`src/rtl/core/htw_pkg.sv`:
```
// Package for the hashed timer wheel: sizes, codes, beat and storage types.
// Used by the channel interfaces and by the top level; depends on nothing.
package htw_pkg;
	localparam int SLOTS  = 16;
	localparam int TIMERS = 64;
	localparam int SLOT_W = $clog2(SLOTS);
	localparam int IDX_W  = (TIMERS > 1) ? $clog2(TIMERS) : 1;
	localparam int LAPS_W = $clog2((65535 - 1) / SLOTS + 1);

	typedef enum logic [1:0] {
		KIND_ADDED = 2'd0,
		KIND_FULL  = 2'd1,
		KIND_FIRED = 2'd2,
		KIND_IDLE  = 2'd3
	} kind_t;

	typedef enum logic {
		FUNC_ADD  = 1'b0,
		FUNC_TICK = 1'b1
	} func_t;

	typedef enum logic [2:0] {
		ST_IDLE,
		ST_SCAN,
		ST_ADD_WR,
		ST_FULL,
		ST_WALK_RD,
		ST_WALK_EX,
		ST_FINISH
	} state_t;

	typedef struct packed {
		logic        func;
		logic [15:0] delay;
		logic [15:0] timer_tag;
	} in_beat_t;

	typedef struct packed {
		logic [1:0]  kind;
		logic [5:0]  handle;
		logic [15:0] fired_tag;
		logic [31:0] tick_count;
		logic        last;
	} out_beat_t;

	typedef struct packed {
		logic              nv;
		logic [IDX_W-1:0]  ni;
		logic [LAPS_W-1:0] laps;
		logic [15:0]       tag;
	} entry_t;
endpackage

```
`src/rtl/core/htw_in_if.sv`:
```
// Request channel of the hashed timer wheel: valid, ready and one request beat.
// Depends on htw_pkg for the beat type.
interface htw_in_if;
	logic              valid;
	logic              ready;
	htw_pkg::in_beat_t data;
	modport source (output valid, output data, input ready);
	modport sink (input valid, input data, output ready);
endinterface

```
`src/rtl/core/htw_out_if.sv`:
```
// Result channel of the hashed timer wheel: valid, ready and one result beat.
// Depends on htw_pkg for the beat type.
interface htw_out_if;
	logic               valid;
	logic               ready;
	htw_pkg::out_beat_t data;
	modport source (output valid, output data, input ready);
	modport sink (input valid, input data, output ready);
endinterface

```
`src/rtl/core/hashed_timer_wheel.sv`:
```
// Top level of the hashed timer wheel: sequencer, slot heads and entry memory.
// Depends on htw_pkg, htw_in_if and htw_out_if.
//
// One request beat is handled at a time. An add scans the pool one entry per
// cycle for the lowest free one and then links it in, or returns a full result
// if none is free. A tick walks the slot list through the single-port entry
// memory, reading each entry into a register and then updating it; the walk
// holds while an earlier fired result cannot enter the output register. Each
// result beat leaves through an output register; a stalled result holds the sequencer.
module hashed_timer_wheel (
	input logic      clk,
	input logic      arst_n,
	htw_in_if.sink   req,
	htw_out_if.source rsp
);
	htw_pkg::state_t state_q, state_d;

	logic [31:0]                tick_q;
	logic [htw_pkg::SLOTS-1:0]  head_v_q;
	logic [htw_pkg::IDX_W-1:0]  head_i_q [htw_pkg::SLOTS];
	logic [htw_pkg::TIMERS-1:0] active_q;
	htw_pkg::entry_t            mem_q [htw_pkg::TIMERS];
	htw_pkg::entry_t            rd_q;

	logic [htw_pkg::SLOT_W-1:0] slot_q;
	logic [htw_pkg::LAPS_W-1:0] laps_q;
	logic [15:0]                tag_q;
	logic [htw_pkg::IDX_W-1:0]  idx_q;
	logic                       cur_v_q;
	logic [htw_pkg::IDX_W-1:0]  cur_q;
	logic                       prev_v_q;
	logic [htw_pkg::IDX_W-1:0]  prev_q;
	htw_pkg::entry_t            prev_word_q;
	logic                       pend_v_q;
	logic [htw_pkg::IDX_W-1:0]  pend_i_q;
	logic [15:0]                pend_tag_q;
	logic                       out_v_q;
	htw_pkg::out_beat_t         out_q;

	logic                       out_free;
	logic                       accept;
	logic [15:0]                dly;
	logic [htw_pkg::SLOT_W-1:0] tick_slot;
	logic                       emit;
	htw_pkg::out_beat_t         emit_beat;
	logic                       mem_we;
	logic [htw_pkg::IDX_W-1:0]  mem_wa;
	htw_pkg::entry_t            mem_wd;
	logic                       mem_re;
	logic                       walk_go;
	logic                       laps_left;
	htw_pkg::entry_t            dec_word;
	htw_pkg::entry_t            link_word;

	assign out_free  = !out_v_q || rsp.ready;
	assign req.ready = (state_q == htw_pkg::ST_IDLE);
	assign accept    = req.valid && req.ready;
	assign rsp.valid = out_v_q;
	assign rsp.data  = out_q;
	assign dly       = (req.data.delay == 16'd0) ? 16'd1 : req.data.delay;
	assign tick_slot = tick_q[htw_pkg::SLOT_W-1:0] + htw_pkg::SLOT_W'(1);
	assign laps_left = (rd_q.laps != '0);
	assign walk_go   = !(!laps_left && pend_v_q && !out_free);

	always_comb begin
		dec_word      = rd_q;
		dec_word.laps = rd_q.laps - htw_pkg::LAPS_W'(1);
		link_word     = prev_word_q;
		link_word.nv  = rd_q.nv;
		link_word.ni  = rd_q.ni;
	end

	always_comb begin
		state_d = state_q;
		unique case (state_q)
			htw_pkg::ST_IDLE: begin
				if (accept) begin
					state_d = (req.data.func == htw_pkg::FUNC_ADD) ? htw_pkg::ST_SCAN
						: htw_pkg::ST_WALK_RD;
				end
			end
			htw_pkg::ST_SCAN: begin
				if (!active_q[idx_q]) begin
					state_d = htw_pkg::ST_ADD_WR;
				end else if (idx_q == htw_pkg::IDX_W'(htw_pkg::TIMERS - 1)) begin
					state_d = htw_pkg::ST_FULL;
				end
			end
			htw_pkg::ST_ADD_WR, htw_pkg::ST_FULL, htw_pkg::ST_FINISH: begin
				if (out_free) begin
					state_d = htw_pkg::ST_IDLE;
				end
			end
			htw_pkg::ST_WALK_RD: begin
				state_d = cur_v_q ? htw_pkg::ST_WALK_EX : htw_pkg::ST_FINISH;
			end
			htw_pkg::ST_WALK_EX: begin
				if (walk_go) begin
					state_d = htw_pkg::ST_WALK_RD;
				end
			end
			default: state_d = htw_pkg::ST_IDLE;
		endcase
	end

	always_comb begin
		emit                 = 1'b0;
		emit_beat            = '0;
		emit_beat.tick_count = tick_q;
		mem_we               = 1'b0;
		mem_wa               = cur_q;
		mem_wd               = dec_word;
		mem_re               = 1'b0;
		unique case (state_q)
			htw_pkg::ST_ADD_WR: begin
				emit             = out_free;
				emit_beat.kind   = htw_pkg::KIND_ADDED;
				emit_beat.handle = 6'(idx_q);
				emit_beat.last   = 1'b1;
				mem_we           = out_free;
				mem_wa           = idx_q;
				mem_wd.nv        = head_v_q[slot_q];
				mem_wd.ni        = head_i_q[slot_q];
				mem_wd.laps      = laps_q;
				mem_wd.tag       = tag_q;
			end
			htw_pkg::ST_FULL: begin
				emit           = out_free;
				emit_beat.kind = htw_pkg::KIND_FULL;
				emit_beat.last = 1'b1;
			end
			htw_pkg::ST_WALK_RD: begin
				mem_re = cur_v_q;
			end
			htw_pkg::ST_WALK_EX: begin
				if (walk_go) begin
					if (laps_left) begin
						mem_we = 1'b1;
					end else begin
						mem_we = prev_v_q;
						mem_wa = prev_q;
						mem_wd = link_word;
						emit   = pend_v_q;
					end
				end
				emit_beat.kind      = htw_pkg::KIND_FIRED;
				emit_beat.handle    = 6'(pend_i_q);
				emit_beat.fired_tag = pend_tag_q;
			end
			htw_pkg::ST_FINISH: begin
				emit           = out_free;
				emit_beat.last = 1'b1;
				if (pend_v_q) begin
					emit_beat.kind      = htw_pkg::KIND_FIRED;
					emit_beat.handle    = 6'(pend_i_q);
					emit_beat.fired_tag = pend_tag_q;
				end else begin
					emit_beat.kind = htw_pkg::KIND_IDLE;
				end
			end
			default: begin
			end
		endcase
	end

	always_ff @(posedge clk) begin
		if (mem_we) begin
			mem_q[mem_wa] <= mem_wd;
		end
		if (mem_re) begin
			rd_q <= mem_q[cur_q];
		end
	end

	always_ff @(posedge clk or negedge arst_n) begin
		if (!arst_n) begin
			state_q  <= htw_pkg::ST_IDLE;
			tick_q   <= '0;
			head_v_q <= '0;
			active_q <= '0;
			out_v_q  <= 1'b0;
			cur_v_q  <= 1'b0;
			prev_v_q <= 1'b0;
			pend_v_q <= 1'b0;
		end else begin
			state_q <= state_d;
			if (emit) begin
				out_v_q <= 1'b1;
			end else if (rsp.ready) begin
				out_v_q <= 1'b0;
			end
			if (accept) begin
				prev_v_q <= 1'b0;
				pend_v_q <= 1'b0;
				if (req.data.func == htw_pkg::FUNC_TICK) begin
					tick_q  <= tick_q + 32'd1;
					cur_v_q <= head_v_q[tick_slot];
				end
			end
			if (state_q == htw_pkg::ST_ADD_WR && out_free) begin
				head_v_q[slot_q] <= 1'b1;
				active_q[idx_q]  <= 1'b1;
			end
			if (state_q == htw_pkg::ST_WALK_EX && walk_go) begin
				cur_v_q <= rd_q.nv;
				if (laps_left) begin
					prev_v_q <= 1'b1;
				end else begin
					pend_v_q        <= 1'b1;
					active_q[cur_q] <= 1'b0;
					if (!prev_v_q) begin
						head_v_q[slot_q] <= rd_q.nv;
					end
				end
			end
		end
	end

	always_ff @(posedge clk) begin
		if (emit) begin
			out_q <= emit_beat;
		end
		if (accept) begin
			idx_q  <= '0;
			tag_q  <= req.data.timer_tag;
			laps_q <= htw_pkg::LAPS_W'((dly - 16'd1) >> htw_pkg::SLOT_W);
			if (req.data.func == htw_pkg::FUNC_TICK) begin
				slot_q <= tick_slot;
				cur_q  <= head_i_q[tick_slot];
			end else begin
				slot_q <= tick_q[htw_pkg::SLOT_W-1:0] + dly[htw_pkg::SLOT_W-1:0];
			end
		end
		if (state_q == htw_pkg::ST_SCAN && active_q[idx_q]
				&& idx_q != htw_pkg::IDX_W'(htw_pkg::TIMERS - 1)) begin
			idx_q <= idx_q + htw_pkg::IDX_W'(1);
		end
		if (state_q == htw_pkg::ST_ADD_WR && out_free) begin
			head_i_q[slot_q] <= idx_q;
		end
		if (state_q == htw_pkg::ST_WALK_EX && walk_go) begin
			cur_q <= rd_q.ni;
			if (laps_left) begin
				prev_q      <= cur_q;
				prev_word_q <= dec_word;
			end else begin
				pend_i_q   <= cur_q;
				pend_tag_q <= rd_q.tag;
				if (prev_v_q) begin
					prev_word_q <= link_word;
				end else begin
					head_i_q[slot_q] <= rd_q.ni;
				end
			end
		end
	end
endmodule
```
`src/flat_wrapper.sv`:
```
// flat-port wrapper written by rule: the top's interface ports become plain ports
module hashed_timer_wheel_flat 
  (clk, arst_n, req_valid, req_data, req_ready, rsp_valid, rsp_data, rsp_ready);
  htw_in_if req_i ();
  htw_out_if rsp_i ();
  input logic clk;
  input logic arst_n;
  input wire logic [$bits(req_i.valid)-1:0] req_valid;
  input wire logic [$bits(req_i.data)-1:0] req_data;
  output wire logic [$bits(req_i.ready)-1:0] req_ready;
  output wire logic [$bits(rsp_i.valid)-1:0] rsp_valid;
  output wire logic [$bits(rsp_i.data)-1:0] rsp_data;
  input wire logic [$bits(rsp_i.ready)-1:0] rsp_ready;
  assign req_i.valid = req_valid;
  assign req_i.data = req_data;
  assign req_ready = req_i.ready;
  assign rsp_valid = rsp_i.valid;
  assign rsp_data = rsp_i.data;
  assign rsp_i.ready = rsp_ready;
  hashed_timer_wheel u_core (.clk(clk), .arst_n(arst_n), .req(req_i), .rsp(rsp_i));
endmodule
```
`config.mk`:
```
export PLATFORM = sky130hd
export DESIGN_NAME = hashed_timer_wheel_flat
export DESIGN_NICKNAME = d
export VERILOG_FILES = /design/src/rtl/core/htw_pkg.sv /design/src/rtl/core/htw_in_if.sv /design/src/rtl/core/htw_out_if.sv /design/src/rtl/core/hashed_timer_wheel.sv /design/src/flat_wrapper.sv
export SDC_FILE = /design/constraint.sdc
export NUM_CORES = 2
export LEC_CHECK = 0
export BUFFER_PORTS_ARGS = -buffer_cell sky130_fd_sc_hd__buf_2
export CORE_MARGIN = 10
export CORE_UTILIZATION = 60
export DETAILED_ROUTE_END_ITERATION = 10
export PLACE_DENSITY_LB_ADDON = 0.25
export SLEW_MARGIN = 20
export SYNTH_ARGS = -nofsm -noshare
export SYNTH_HDL_FRONTEND = slang
export SYNTH_SLANG_ARGS = --single-unit
```
`constraint.sdc`:
```
create_clock -name clk -period 16.06 [get_ports clk]
set_input_delay 3.212 -clock clk [delete_from_list [all_inputs] [get_ports clk]]
set_output_delay 3.212 -clock clk [all_outputs]
set_load 0.005 [all_outputs]
```
# Word level (Yosys, flattened, before mapping)
# Memories as Yosys holds them, arrays and structs flattened. A register that Yosys moved wholly into a read port is not among the register bits.
# Cells that the tools add are included.
# totals
ramBits	2336
word_cells	160
romBits	0
latchBits	0
n_memories	2
output_inout_bits	59
regBits	276
input_bits	37
# classes
mul	0
n_div	0
n_bitwise	6
n_shift	0
n_lt_le_gt_ge	7
n_addsub	6
mux	76
eq_ne	12
n_reduce_logical	28
# memory_table
memory	depth	word_bits	rd	rd_clocked_by_memory_dff	write_ports	line	text
u_core.mem_q	64	35	1	1	1	hashed_timer_wheel.sv:22	htw_pkg::entry_t mem_q [htw_pkg::TIMERS];
u_core.head_i_q	16	6	2	1	1	hashed_timer_wheel.sv:20	logic [htw_pkg::IDX_W-1:0] head_i_q [htw_pkg::SLOTS];
# op_table
cell	count
$mux W64	3
$mux W28	3
$mux W16	5
$pmux W35 S2	1
$and A64 B64 Y64	1
$not A64 Y64	1
$or A64 B64 Y64	1
$mux W6	8
$add A32 B1 Y32 const B	1
$mux W1	32
$pmux W16 S2	1
$mux W22	1
$mux W3	6
$pmux W6 S3	1
$bwmux W16	1
$logic_not A16 Y1	1
$or A16 B16 Y16	1
$sub A16 B1 Y16 const B	1
$pmux W3 S5	1
$lt A6 B7 Y1 const B	2
$demux W1 S6	2
$ge A6 B1 Y1 const B	2
$pmux W6 S2	1
$reduce_bool A12 Y1	1
other kinds (31)	57

# Longest topological paths before layout
# depth
depth_word	10
depth_mapped	12
depth_no_buf	12

# Worst setup path after synthesis
# No wires, ideal clock.
# synth_path
path_kind	input port to flip-flop
startpoint	input rsp_ready
endpoint	memory u_core.mem_q[17][0] in the netlist's numbering, enable pin
setup_ps	515
path_stages	7
arrival_time_ps	7901
required_ps	15545
slack_ps	7644
n_path_buf	1
path_cell_list	nor2b_1 > a21oi_1 > nand2_1 > buf_2 > o31ai_2 > nand2_1 > nor4_1
# synth_via
elab_chain_cells	7
word_cells_on_any_way	9
classes_between	6 x mux; 3 x reduce/logical
# synth_rtl
item	line	text
start, declared	flat_wrapper.sv:13	input wire logic [$bits(rsp_i.ready)-1:0] rsp_ready;
$logic_or A1 B1 Y1 (*)	hashed_timer_wheel.sv:55	assign out_free = !out_v_q || rsp.ready;
$logic_not A1 Y1	hashed_timer_wheel.sv:63	assign walk_go = !(!laps_left && pend_v_q && !out_free);
$logic_and A1 B1 Y1	hashed_timer_wheel.sv:63	
$mux W1	hashed_timer_wheel.sv:136	if (walk_go) begin
$pmux W1 S2	hashed_timer_wheel.sv:114	unique case (state_q)
$mux W1	hashed_timer_wheel.sv:167	if (mem_we) begin
$mux W1 (implied by the code)	hashed_timer_wheel.sv:168	mem_q[mem_wa] <= mem_wd;
end, declared	hashed_timer_wheel.sv:22	
# Every way passes the cells marked *; elsewhere a longest branch is shown, timed or not.

# Worst setup path in the final report
# layout_path
startpoint	input rsp_ready
endpoint	memory u_core.mem_q[18][6] in the netlist's numbering, enable pin
# Same word-level chain as after synthesis.

==> flow_summary_export.csv <==
group,metric,value,unit
pwr,power_frac_seq,42.7,%
synthesis,synth_top_area_share,73.44,%
synthesis,synth_cell_types,82,
layout,fillCellCount,11090,
status,status,"finished, final reports clean",
clock_network,clk-insertion-delay-late,940,ps
min_path,min_path_type,"register to register",
sta,worst_pin_slew,1374,ps
synthesis,ys_top_cells_by_area,"edfxtp_1 73%, mux4_2 3.9%, dfrtp_1 2.9%, a221oi_1 2.3%, mux2i_1 2.1%",
synthesis,synthArstFlopShare,4.489,%
sta,setup_viol,0,
place,portBuffers,95,
synthesis,synth_fp_nets,5933,
job,max-cap-violations,0,
synthesis,synth_edf_count,2528,
grt,use_met1,45.01,%
sta,fin_crit,6950,ps
pwr,leakagePower,37.64,nW
pwr,p_total,21.60,mW
routing,drt_pass1_iterations,8,
place,dp_hpwl,180800,um
setup_path,path_max_fanout,19,
layout,multi_input_area,23300,sq um
routing,vias,62600,
routing,ant_nets,0,
synthesis,synth_cells,5888,
clock_network,tritoncts,"done",
layout,fin_nets,6150,
pwr,comb_power_share,29.3,%
synthesis,synthFlopType,"edfxtp_1",
layout,fin_util,67.57,%
synthesis,netlist_area,103400,sq um
grt,overflow,0,
pwr,p_sw,7.452,mW
layout,regArea,78970,sq um
grt,grt_max_degree,88,
setup_path,critPathCaptureType,"register",
grt,grt_pass1_vias,59190,
pwr,vdd_drop_max,0.1633,mV
setup_path,critPathKind,"primary input to register",
grt,grt_use_total,33.14,%
grt,antenna_found_initial,23,
clock_network,cts_resized,0,
floorplanning,dieArea,189300,sq um
sta,drv_slew,0,
clock_network,post_cts.repair.setup_buffers,0,
routing,wirelength,322000,um
sta,relSlewSlack,8.004,%
synthesis,yosysWarnings,0,
clock_network,cts_buffers,275,
floorplanning,coreArea,171500,sq um
sta,skew,69.37,ps
routing,vias_per_cell,7.282,
layout,drive_above_1_share,19.21,%
routing,drtIter0Drc,10730,
pwr,p_per_area,186.3,nW/um^2
pwr,p_int,14.14,mW
sta,finalHoldViolCount,0,
pwr,clockPowerShare,28.0,%
grt,grt.busiest_layer,"met2",
sta,rsz0062_at_grt,"false",
sta,final.period_utilization,43.27,%
grt,grt_use_met3,12.77,%
clock_network,htreeDepth,5,
setup_path,worstSetupStartpointType,"primary input",
synthesis,synth-seq-cells,2651,
clock_network,cts_buffer_depth,4,
synthesis,yosys.area.top_type,"edfxtp_1",
synthesis,syn_area_per_cell,17.56,sq um
layout,synthToLayoutAreaGrowth,12.12,%
floorplanning,initial_utilization,60.26,%
clock_network,ctsHoldBuffers,0,
clock_network,cts.clk_slew.worst_paths,60,ps
floorplanning,die_h,435.1,um
floorplanning,rows,152,
sta,tns,0,ps
place,routabilityCongestion,0.9432,
floorplanning,die_w,435.1,um
routing,routedWlPerCell,37.46,um
synthesis,synthTopCellsByCount,"2528 x edfxtp_1, 291 x nand2_1, 278 x a21oi_1",
grt,grtUsageMet2,47.65,%
sta,max_freq,143.9,MHz
synthesis,yosysMostFrequentCell,"edfxtp_1",
floorplanning,ioPinCount,96,
setup_path,cp.arrival,7540,ps
setup_path,crit_required,16650,ps
clock_network,cts_num_sinks,2651,
grt,grt_pass1_wl,449500,um
pwr,p_sw_share,34.51,%
routing,remaining_drc_errors,0,
synthesis,synth_seq_area_share,76.39,%
clock_network,cts-root-buf,"clkbuf_16",
-- state kept, by name, indices dropped and copies added, names as in the netlist, 16 cells and up, named ones only --
| signal | flops |
|---|---|
| u_core.tick_q | 32 |
| u_core.rsp.data | 57 |
| u_core.tag_q | 16 |
| u_core.dec_word | 23 |
| u_core.link_word | 28 |
| u_core.head_v_q | 16 |
| u_core.pend_tag_q | 16 |
| u_core.active_q | 64 |
| u_core.head_i_q | 96 |
| u_core.mem_q | 2240 |
-- worst max-delay path, stage by stage --
cell and delay [ps]:
buf_2 100, nor2b_1 110, a21oi_1 850, nand2_1 590
o31ai_1 980, nand3_1 510, nor2_4 690, buf_4 450
-- kinds of logic after synthesis --
family	Yosys count	synth area share [%]
AO/OA/AOI/OAI	1354	9.316
XOR/XNOR	57	0.4829
adder cells (fa/ha/maj)	8	0.1041
buffers and inverters	409	1.840
flip-flops	2651	76.39
multiplexers	594	8.176
AND/OR/NAND/NOR	815	3.688
-- stage by stage --
step	area [sq um]	hold WS, ps	instances	setup slack (ps)
detailed placement	107500	461.9	8136	8468
CTS	115800	482.6	8587	9400
global route	115900	499.2	8592	9024
global placement	107500	464.8	8136	8614
finish	115900	480.5	8596	9110
floorplan	103400	441.1	5888	7644
-- final timing paths --
kind | start | end | slack (ps) | cells past startpoint
hold / removal | u_core.tick_q[31] | u_core.rsp.data[32] | 480 | 0
setup reg to reg | u_core.cur_q[0] | u_core.dec_word[1] | 10340 | 9
setup / recovery | rsp_ready | u_core.mem_q[18][6] | 9110 | 8
hold reg to reg | u_core.tick_q[31] | u_core.rsp.data[32] | 480 | 0
max in group asynchronous | arst_n | u_core.head_v_q[14] | 12260 | 2
min in group asynchronous | arst_n | u_core.tick_q[30] | 2350 | 1
-- cell type report --
| cell class | instances | area share (%) |
|---|---|---|
| Multi-Input combinational cell | 2828 | 20.10 |
| Sequential cell | 2651 | 68.14 |
| Antenna cell | 7 | 0.01511 |
| Inverter | 29 | 0.1026 |
| Tap cell | 2310 | 2.494 |
| Clock inverter | 105 | 0.8247 |
| Clock buffer | 346 | 6.338 |
| Timing Repair Buffer | 320 | 1.986 |
-- per-layer routing --
layer,vias to the layer above,part of all wire (%)
met3,927,17
met4,20,5.0
li1,24490,-
met2,5544,43
met5,-,0.087
met1,31620,35
-- layout by cell type, fill, tap and decap left out, types with 15 or more instances in the layout --
cell type / n
nand2_1: 260
bufinv_16: 18
a221o_1: 36
mux2i_1: 220
and3_1: 19
nand4_1: 27
a21oi_1: 278
nand3_1: 33
clkinv_2: 31
dfrtp_1: 119
a22o_1: 56
a31oi_1: 44
o221ai_1: 19
clkbuf_16: 281
nand2b_1: 19
xnor2_1: 38
buf_4: 214
clkbuf_1: 58
nor2_4: 58
o22a_1: 15
edfxtp_1: 2528
o22ai_1: 103
nor2_1: 198
xor2_1: 19
a222oi_1: 16
mux4_2: 181
inv_1: 24
mux2_2: 193
o2bb2ai_1: 22
a22oi_1: 257
and2_1: 22
o21ai_0: 123
clkinv_1: 46
a221oi_1: 272
buf_2: 95
a211oi_1: 18
nand2_2: 25
-- power groups by stage --
stage | Clock (mW) | Combinational [mW] | Sequential [mW]
detailed placement | 0 | 6.04 | 9.35
CTS | 6.06 | 6.07 | 9.21
global placement | 0 | 5.92 | 9.34
finish | 6.04 | 6.33 | 9.22
floorplan | 0 | 3.28 | 9.31
global route | 6.33 | 6.47 | 9.24
Note: power is estimated with default switching activity, not from simulation.
